--- src/hw/rtl/dttf_pkg.sv ---
// Shared types, character codes and fraction weight table for the decimal text parser.
package dttf_pkg;

  // Character codes
  localparam logic [7:0] CH_TAB   = 8'd9;
  localparam logic [7:0] CH_CR    = 8'd13;
  localparam logic [7:0] CH_SPACE = 8'd32;
  localparam logic [7:0] CH_PLUS  = 8'd43;
  localparam logic [7:0] CH_MINUS = 8'd45;
  localparam logic [7:0] CH_POINT = 8'd46;
  localparam logic [7:0] CH_ZERO  = 8'd48;
  localparam logic [7:0] CH_NINE  = 8'd57;

  // Largest magnitude (2^63 - 1)
  localparam logic [62:0] MAG_MAX = '1;

  // Weight table index at which the weight has decayed to zero
  localparam logic [3:0] WEIGHT_ZERO_IDX = 4'd9;

  // Parse phase, one-hot
  typedef enum logic [3:0] {
    PH_SPACE = 4'b0001,
    PH_INT   = 4'b0010,
    PH_FRAC  = 4'b0100,
    PH_STOP  = 4'b1000
  } phase_t;

  // Decoded character class
  typedef struct packed {
    logic       is_space;
    logic       is_sign;
    logic       is_minus;
    logic       is_point;
    logic       is_digit;
    logic       allowed;
    logic [3:0] digit;
  } char_class_t;

  // Parser state as it stands after the current character
  typedef struct packed {
    logic [62:0] mag;
    logic        neg;
    logic        bad;
    logic        sat;
  } parse_result_t;

  // Q0.32 weight of the n-th fraction digit: starts at 0.1, then (w + 5) / 10 per digit
  function automatic logic [31:0] frac_weight(input logic [3:0] idx);
    logic [31:0] w;
    begin
      case (idx)
        4'd0:    w = 32'd429496730;
        4'd1:    w = 32'd42949673;
        4'd2:    w = 32'd4294967;
        4'd3:    w = 32'd429497;
        4'd4:    w = 32'd42950;
        4'd5:    w = 32'd4295;
        4'd6:    w = 32'd430;
        4'd7:    w = 32'd43;
        4'd8:    w = 32'd4;
        default: w = 32'd0;
      endcase
      return w;
    end
  endfunction

endpackage

--- src/hw/rtl/dttf_classify.sv ---
// Character decoder: whitespace, sign, point, digit and allowed-set detection.
module dttf_classify (
  input  logic [7:0]           character,
  output dttf_pkg::char_class_t cls
);

  logic [7:0] digit_off;

  assign digit_off = character - dttf_pkg::CH_ZERO;

  // Class flags
  always_comb begin
    cls.is_space = ((character >= dttf_pkg::CH_TAB) && (character <= dttf_pkg::CH_CR)) ||
                   (character == dttf_pkg::CH_SPACE);
    cls.is_minus = (character == dttf_pkg::CH_MINUS);
    cls.is_sign  = (character == dttf_pkg::CH_PLUS) || cls.is_minus;
    cls.is_point = (character == dttf_pkg::CH_POINT);
    cls.is_digit = (character >= dttf_pkg::CH_ZERO) && (character <= dttf_pkg::CH_NINE);
    cls.allowed  = cls.is_space || cls.is_sign || cls.is_point || cls.is_digit;
    cls.digit    = digit_off[3:0];
  end

endmodule

--- src/hw/rtl/dttf_parse.sv ---
// Parser state and per-character accumulate step (integer and fraction digits, saturation).
module dttf_parse #(
  parameter int FRACTION_BITS = 32
) (
  input  logic                    clk,
  input  logic                    rst_n,
  input  logic                    step,
  input  logic                    last,
  input  dttf_pkg::char_class_t   cls,
  output dttf_pkg::parse_result_t res
);

  localparam int          SHIFT = 32 - FRACTION_BITS;
  localparam logic [36:0] HALF  = (37'd1 << SHIFT) >> 1;

  dttf_pkg::phase_t phase_r, phase_nxt;
  logic             neg_r, neg_nxt;
  logic [62:0]      mag_r, mag_nxt;
  logic [3:0]       widx_r, widx_nxt;
  logic             bad_r, bad_nxt;
  logic             sat_r, sat_nxt;

  logic             do_int;
  logic             do_frac;
  logic [66:0]      int_wide;
  logic             int_ovf;
  logic [31:0]      weight;
  logic [35:0]      frac_prod;
  logic [36:0]      frac_term;
  logic [63:0]      frac_sum;
  logic             frac_ovf;

  // Integer digit: mag*10 + d*2^FRACTION_BITS, checked against the top
  assign int_wide = {1'b0, mag_r, 3'b000} + {3'b000, mag_r, 1'b0} +
                    (67'(cls.digit) << FRACTION_BITS);
  assign int_ovf  = |int_wide[66:63];

  // Fraction digit: d*weight rounded half up to FRACTION_BITS
  assign weight    = dttf_pkg::frac_weight(widx_r);
  assign frac_prod = 36'(cls.digit) * 36'(weight);
  assign frac_term = ({1'b0, frac_prod} + HALF) >> SHIFT;
  assign frac_sum  = {1'b0, mag_r} + 64'(frac_term);
  assign frac_ovf  = frac_sum[63];

  // Next state
  always_comb begin
    phase_nxt = phase_r;
    neg_nxt   = neg_r;
    mag_nxt   = mag_r;
    widx_nxt  = widx_r;
    sat_nxt   = sat_r;
    bad_nxt   = bad_r | ~cls.allowed;
    do_int    = 1'b0;
    do_frac   = 1'b0;

    case (phase_r)
      dttf_pkg::PH_SPACE: begin
        if (cls.is_space) begin
          phase_nxt = dttf_pkg::PH_SPACE;
        end else if (cls.is_sign) begin
          neg_nxt   = cls.is_minus;
          phase_nxt = dttf_pkg::PH_INT;
        end else if (cls.is_digit) begin
          do_int    = 1'b1;
          phase_nxt = dttf_pkg::PH_INT;
        end else if (cls.is_point) begin
          phase_nxt = dttf_pkg::PH_FRAC;
        end else begin
          phase_nxt = dttf_pkg::PH_STOP;
        end
      end
      dttf_pkg::PH_INT: begin
        if (cls.is_digit) begin
          do_int = 1'b1;
        end else if (cls.is_point) begin
          phase_nxt = dttf_pkg::PH_FRAC;
        end else begin
          phase_nxt = dttf_pkg::PH_STOP;
        end
      end
      dttf_pkg::PH_FRAC: begin
        if (cls.is_digit) begin
          do_frac = 1'b1;
        end else begin
          phase_nxt = dttf_pkg::PH_STOP;
        end
      end
      default: begin
        phase_nxt = phase_r;
      end
    endcase

    // Integer accumulate with saturation
    if (do_int && !sat_r) begin
      if (int_ovf) begin
        mag_nxt = dttf_pkg::MAG_MAX;
        sat_nxt = 1'b1;
      end else begin
        mag_nxt = int_wide[62:0];
      end
    end

    // Fraction accumulate; the weight decays even once saturated
    if (do_frac) begin
      if (widx_r != dttf_pkg::WEIGHT_ZERO_IDX) begin
        widx_nxt = widx_r + 4'd1;
      end
      if (!sat_r) begin
        if (frac_ovf) begin
          mag_nxt = dttf_pkg::MAG_MAX;
          sat_nxt = 1'b1;
        end else begin
          mag_nxt = frac_sum[62:0];
        end
      end
    end
  end

  assign res.mag = mag_nxt;
  assign res.neg = neg_nxt;
  assign res.bad = bad_nxt;
  assign res.sat = sat_nxt;

  // State registers; the last character of a string returns to the reset state
  always_ff @(posedge clk) begin
    if (!rst_n) begin
      phase_r <= dttf_pkg::PH_SPACE;
      neg_r   <= 1'b0;
      mag_r   <= '0;
      widx_r  <= '0;
      bad_r   <= 1'b0;
      sat_r   <= 1'b0;
    end else if (step) begin
      if (last) begin
        phase_r <= dttf_pkg::PH_SPACE;
        neg_r   <= 1'b0;
        mag_r   <= '0;
        widx_r  <= '0;
        bad_r   <= 1'b0;
        sat_r   <= 1'b0;
      end else begin
        phase_r <= phase_nxt;
        neg_r   <= neg_nxt;
        mag_r   <= mag_nxt;
        widx_r  <= widx_nxt;
        bad_r   <= bad_nxt;
        sat_r   <= sat_nxt;
      end
    end
  end

  // Saturation pins the magnitude at its maximum
  a_sat_pins_max: assert property (@(posedge clk) disable iff (!rst_n)
    sat_r |-> (mag_r == dttf_pkg::MAG_MAX))
    else $error("saturated without maximum magnitude");

  // A string end clears the accumulated state
  a_last_clears: assert property (@(posedge clk) disable iff (!rst_n)
    (step && last) |=> (phase_r == dttf_pkg::PH_SPACE) && (mag_r == '0) && !bad_r && !sat_r)
    else $error("state not cleared after last character");

  // The weight index never runs past the zero entry
  a_widx_range: assert property (@(posedge clk) disable iff (!rst_n)
    widx_r <= dttf_pkg::WEIGHT_ZERO_IDX)
    else $error("weight index out of range");

endmodule

--- src/hw/rtl/decimal_text_to_fixed_point.sv ---
// Top level: decimal text stream in, signed fixed-point number out.
//
// Usage:
//   The input channel (in_tvalid/in_tready/in_tdata/in_tlast) carries one
//   character per beat; in_tlast marks the final character of a string.
//   Leading whitespace, one sign, integer digits, a point and fraction digits
//   are parsed; the first unexpected character stops parsing.
//   The result channel (out_tvalid/out_tready/out_tdata/out_tuser) carries
//   one beat per string: the value as two's complement with FRACTION_BITS
//   fraction bits, an invalid flag and an overflow (saturation) flag.
//   Throughput: one character per cycle while no last character waits for
//   the result register; the accumulate step (multiply by ten, add,
//   saturate compare) in dttf_parse is combinational. out_tvalid rises once
//   the last character has left the input register for the result register.
//   Reset clears the parser to the leading whitespace phase and empties both
//   registers. When the receiver stalls, characters other than the last of a
//   string keep flowing; a last character waits in the input register until
//   the result register is free, and in_tready drops only then.
module decimal_text_to_fixed_point #(
  parameter int FRACTION_BITS = 32
) (
  input  logic        clk,
  input  logic        rst_n,
  // Input characters
  input  logic        in_tvalid,
  output logic        in_tready,
  input  logic [7:0]  in_tdata,   // [7:0] character
  input  logic        in_tlast,
  // Parsed results
  output logic        out_tvalid,
  input  logic        out_tready,
  output logic [63:0] out_tdata,  // [63:0] value
  output logic [1:0]  out_tuser   // [0] invalid, [1] overflow
);

  logic                    s1_valid_r, s1_valid_nxt;
  logic [7:0]              s1_char_r;
  logic                    s1_last_r;
  logic                    s1_adv;
  logic                    in_beat;
  logic                    out_free;

  logic                    out_valid_r, out_valid_nxt;
  logic [62:0]             out_mag_r;
  logic                    out_neg_r;
  logic                    out_bad_r;
  logic                    out_sat_r;

  dttf_pkg::char_class_t   cls;
  dttf_pkg::parse_result_t res;

  // Flow control
  assign out_free  = !out_valid_r || out_tready;
  assign s1_adv    = s1_valid_r && (!s1_last_r || out_free);
  assign in_tready = !s1_valid_r || s1_adv;
  assign in_beat   = in_tvalid && in_tready;

  assign s1_valid_nxt  = in_beat ? 1'b1 : (s1_adv ? 1'b0 : s1_valid_r);
  assign out_valid_nxt = (s1_adv && s1_last_r) ? 1'b1 : (out_tready ? 1'b0 : out_valid_r);

  // Input register
  always_ff @(posedge clk) begin
    if (!rst_n) begin
      s1_valid_r <= 1'b0;
    end else begin
      s1_valid_r <= s1_valid_nxt;
    end
  end

  always_ff @(posedge clk) begin
    if (in_beat) begin
      s1_char_r <= in_tdata;
      s1_last_r <= in_tlast;
    end
  end

  dttf_classify u_classify (
    .character (s1_char_r),
    .cls       (cls)
  );

  dttf_parse #(
    .FRACTION_BITS (FRACTION_BITS)
  ) u_parse (
    .clk   (clk),
    .rst_n (rst_n),
    .step  (s1_adv),
    .last  (s1_last_r),
    .cls   (cls),
    .res   (res)
  );

  // Result register
  always_ff @(posedge clk) begin
    if (!rst_n) begin
      out_valid_r <= 1'b0;
    end else begin
      out_valid_r <= out_valid_nxt;
    end
  end

  always_ff @(posedge clk) begin
    if (s1_adv && s1_last_r) begin
      out_mag_r <= res.mag;
      out_neg_r <= res.neg;
      out_bad_r <= res.bad;
      out_sat_r <= res.sat;
    end
  end

  // Apply the sign; a negative zero comes out as zero
  assign out_tvalid = out_valid_r;
  assign out_tdata  = out_neg_r ? (64'd0 - {1'b0, out_mag_r}) : {1'b0, out_mag_r};
  assign out_tuser  = {out_sat_r, out_bad_r};

  // A result appears only from a last character leaving the input register
  a_result_from_last: assert property (@(posedge clk) disable iff (!rst_n)
    $rose(out_valid_r) |-> $past(s1_adv && s1_last_r))
    else $error("result without a last character");

  // A last character waits while the result register is blocked
  a_last_waits: assert property (@(posedge clk) disable iff (!rst_n)
    (s1_valid_r && s1_last_r && !out_free) |=> (s1_valid_r && s1_last_r && $stable(s1_char_r)))
    else $error("last character lost during stall");

  // A full, stalled result register is never overwritten
  a_result_held: assert property (@(posedge clk) disable iff (!rst_n)
    (out_valid_r && !out_tready) |-> !s1_adv || !s1_last_r)
    else $error("result overwritten while stalled");

endmodule

--- config.mk ---
export PLATFORM = sky130hd
export DESIGN_NAME = decimal_text_to_fixed_point
export DESIGN_NICKNAME = d
export VERILOG_FILES = /design/src/hw/rtl/dttf_pkg.sv /design/src/hw/rtl/dttf_classify.sv /design/src/hw/rtl/dttf_parse.sv /design/src/hw/rtl/decimal_text_to_fixed_point.sv
export SDC_FILE = /design/constraint.sdc
export NUM_CORES = 1
export LEC_CHECK = 0
export BUFFER_PORTS_ARGS = -buffer_cell sky130_fd_sc_hd__buf_4
export CAP_MARGIN = 25
export CORE_ASPECT_RATIO = 1.2
export CORE_UTILIZATION = 64
export CTS_CLUSTER_DIAMETER = 50
export DETAILED_ROUTE_END_ITERATION = 10
export GPL_ROUTABILITY_DRIVEN = 0
export PLACE_DENSITY = 0.9
export SLEW_MARGIN = 20
export SYNTH_ARGS = -nofsm -noshare
export SYNTH_HDL_FRONTEND = slang
export SYNTH_HIERARCHICAL = 1
export SYNTH_SLANG_ARGS = --single-unit
--- constraint.sdc ---
create_clock -name clk -period 6.9 [get_ports clk]
set_input_delay 1.38 -clock clk [delete_from_list [all_inputs] [get_ports clk]]
set_output_delay 1.38 -clock clk [all_outputs]
set_load 0.02 [all_outputs]
==> reports/summary.txt <==
Initial Util: 64.8%
Worst R2R Start: s1_char_r[1]$_DFFE_PP_
top post-synthesis cells by count: a21oi_1, ha_1, inv_1
crit path launch type: flip-flop
Vias: 17,809
DRT antenna net count: 0
synthesized instance count: 2,186
Synth Area in Compound Gates: 24.1%
clock transition at the registers of the reported paths: 0.08 ns
final hold slack: 0.483 ns
CTS Root Cell: clkbuf_16
GR Util All Layers: 39.1%
IO Port Bufs: 80
Leak Pwr: 8.45 nW
first-pass GRT wire length: 90.5 mm
clock latency on the worst-skew pair: 0.45 ns
share of cells above drive strength 1: 9.35%
type of the tightest min-delay check: reg2reg
maximum root-to-sink buffer count: 2
Max Slew Vio Count: 0
number of synthesized flops with an enable pin: 75
Top FF cell, synth: dfxtp_1
mux contribution to synthesized area: 0.559%
Mapped Nets: 2,458
final cycle utilization of the critical path: 94.9%
post-synthesis sequential area ratio: 22.5%
Die Wd: 158 um
critical path arrival: 6.74 ns
top cells by area, synth: edfxtp_1, ha_1, dfxtp_1
Hold Vio Cnt, Final: 0
Die ar.: 0.0297 mm^2
Setup-failing EPs final: 0
NumNets Final: 2,463
Reg2Reg Depth: 16
cell area after synthesis: 0.0186 mm^2
Crit Path Category: reg2reg
initial DRC count: 2,348
Core Region: 0.0287 mm^2
postcts setup bufs: 0
Setup TNS: 0 ns
routing usage on met3: 10.4%
#FFs+latches synth: 171
CTS tree: yes
failing checks: DRC
Worst Path Max Fanout: 22
Async SR Flop Fraction: 0%
area delta synth->final: 6.97%
Post-Synth Simple-Gate Area: 18.7%
I/O pins: 81
DR vias/cell: 6.88
RSZ-0062 raised after global routing: false
reg2reg end: out_mag_r[52]$_DFFE_PP_
CTS sink count: 171
adder-cell share of the synthesized area: 20.7%
Power, Total: 2.63 mW
DP Area: 0.0193 mm^2
MaxCap Viol Count: 0
CP Launch Point: s1_char_r[1]$_DFFE_PP_
initial antenna violation count: 1
GRT met1 Usage: 47.1%
fraction of synthesized cell area in xor and xnor cells: 7.30%
largest family of logic cells by synthesized area: compound AO/OA/AOI/OAI gates
most frequent cell after synthesis: a21oi_1
grt total ovfl: 0
DRC: 2
Synth cell types: 99
drt pass-1 iters: 10
number of global-route vias before repair: 17,109
most used routing layer: met2
Routed WL: 56.7 mm
FMAX: 153 MHz
actual slew at the worst max-slew pin: 0.906 ns
crit end category: flip-flop
Setup crit end: out_mag_r[52]$_DFFE_PP_
Avg Synthesized Cell Area: 8.50 um^2
Die Height: 189 um
hold path cells: 2
maximum vdd drop: 0.144 mV
clk_skew: 0.0152 ns
met2 Use GR: 61.8%
max_slew headroom: 39.6%
worst reg2reg setup slack: 0.35 ns
cts bufs inserted: 17
Power Density: 132 mW/mm^2
Avg WL per Cell: 21.9 um
htree depth: 4
Detail Placement HPWL: 42.3 mm
largest area contributor in the netlist: edfxtp_1
Req. time, crit path: 7.09 ns
row cnt: 68
pin count of the biggest net entering global routing: 67
synth warn: 6
status: finished with violations
Final Critical Period: 6.55 ns
fin area: 0.0199 mm^2
post-synth top area share: 12.1%
registers in the layout, summed over array words and instances (netlist names), 4 cells and up:
register,cells
s1_char_r,8
out_mag_r,63
u_parse/widx_r,4
u_parse/phase_r,4
u_parse/weight,20
u_parse/mag_r,63
what timing repair did:
action	CTS	global route
hold buffers	0	0
setup endpoints to repair	0	14
resized for setup	0	1
how the worst min path moves through the flow:
stage                                     from                          to
global placement    u_parse/bad_r$_SDFFE_PN0P_  u_parse/bad_r$_SDFFE_PN0P_
floorplan           u_parse/bad_r$_SDFFE_PN0P_  u_parse/bad_r$_SDFFE_PN0P_
detailed placement  u_parse/bad_r$_SDFFE_PN0P_  u_parse/bad_r$_SDFFE_PN0P_
global route        u_parse/bad_r$_SDFFE_PN0P_  u_parse/bad_r$_SDFFE_PN0P_
finish              u_parse/bad_r$_SDFFE_PN0P_  u_parse/bad_r$_SDFFE_PN0P_
CTS                 u_parse/bad_r$_SDFFE_PN0P_  u_parse/bad_r$_SDFFE_PN0P_
final cells by class:
type                       instances  area [um^2]
clock inverter                    14          131
sequential                       171         4170
multi-input combinational       1738        13300
timing repair buffer              96          733
clock buffer                      18          429
antenna                            1         2.50
inverter                         167          627
tap                              385          482
fill                            2062         8790
where the power goes:
group / switching [mW] / internal [mW]
clock: 0.465 / 0.477
combinational: 0.361 / 0.220
sequential: 0.0330 / 1.08
total: 0.859 / 1.77
worst max-delay path: stages (launching register included):
cell	delay [ns]
edfxtp_1	0.63
and2_1	0.28
fa_1	0.46
fa_1	0.55
inv_1	0.07
fa_1	0.51
inv_1	0.05
ha_1	0.38
a21oi_1	0.34
nand4b_1	0.17
a311oi_2	0.56
o32ai_1	0.30
o21ai_1	0.58
o21a_1	0.74
o21ai_0	0.34
a21oi_1	0.24
nor2_1	0.07
layout by cell type, fill, tap and decap left out, types with 43 or more instances in the layout:
cell type / n
nand3_1: 43
xnor2_1: 111
and2_1: 84
inv_1: 167
edfxtp_1: 75
dfxtp_1: 96
o21ai_0: 99
o22ai_1: 45
nor2_1: 140
fa_1: 80
buf_4: 95
a21oi_1: 182
nand2_1: 161
ha_1: 179
xor2_1: 44
metrics by stage:
step | setup WS, ns | util, % | instances
6_report | 0.353 | 69.4 | 2590
5_1_grt | 0.182 | 69.3 | 2589
4_1_cts | 0.546 | 69.3 | 2589
3_5_place_dp | 0.648 | 67.3 | 2557
3_3_place_gp | 0.821 | 67.3 | 2557
2_1_floorplan | 1.65 | - | 2186
cells by family after synthesis:
kind of cell	count (synthesis)
AOI/OAI and AO/OA	662
xor gates and xnor gates	155
adders and majority gates	259
buffers and inverters	277
DFF	171
muxes	10
and+or+nand+nor	652
layer usage:
| metal | wire length (um) | vias to the layer above |
|---|---|---|
| met4 | 3960 | 0 |
| met1 | 20500 | 8218 |
| met3 | 6490 | 345 |
| met5 | 0 | - |
| li1 | - | 7966 |
| met2 | 25800 | 1280 |
Note: power is estimated with default switching activity, not from simulation.
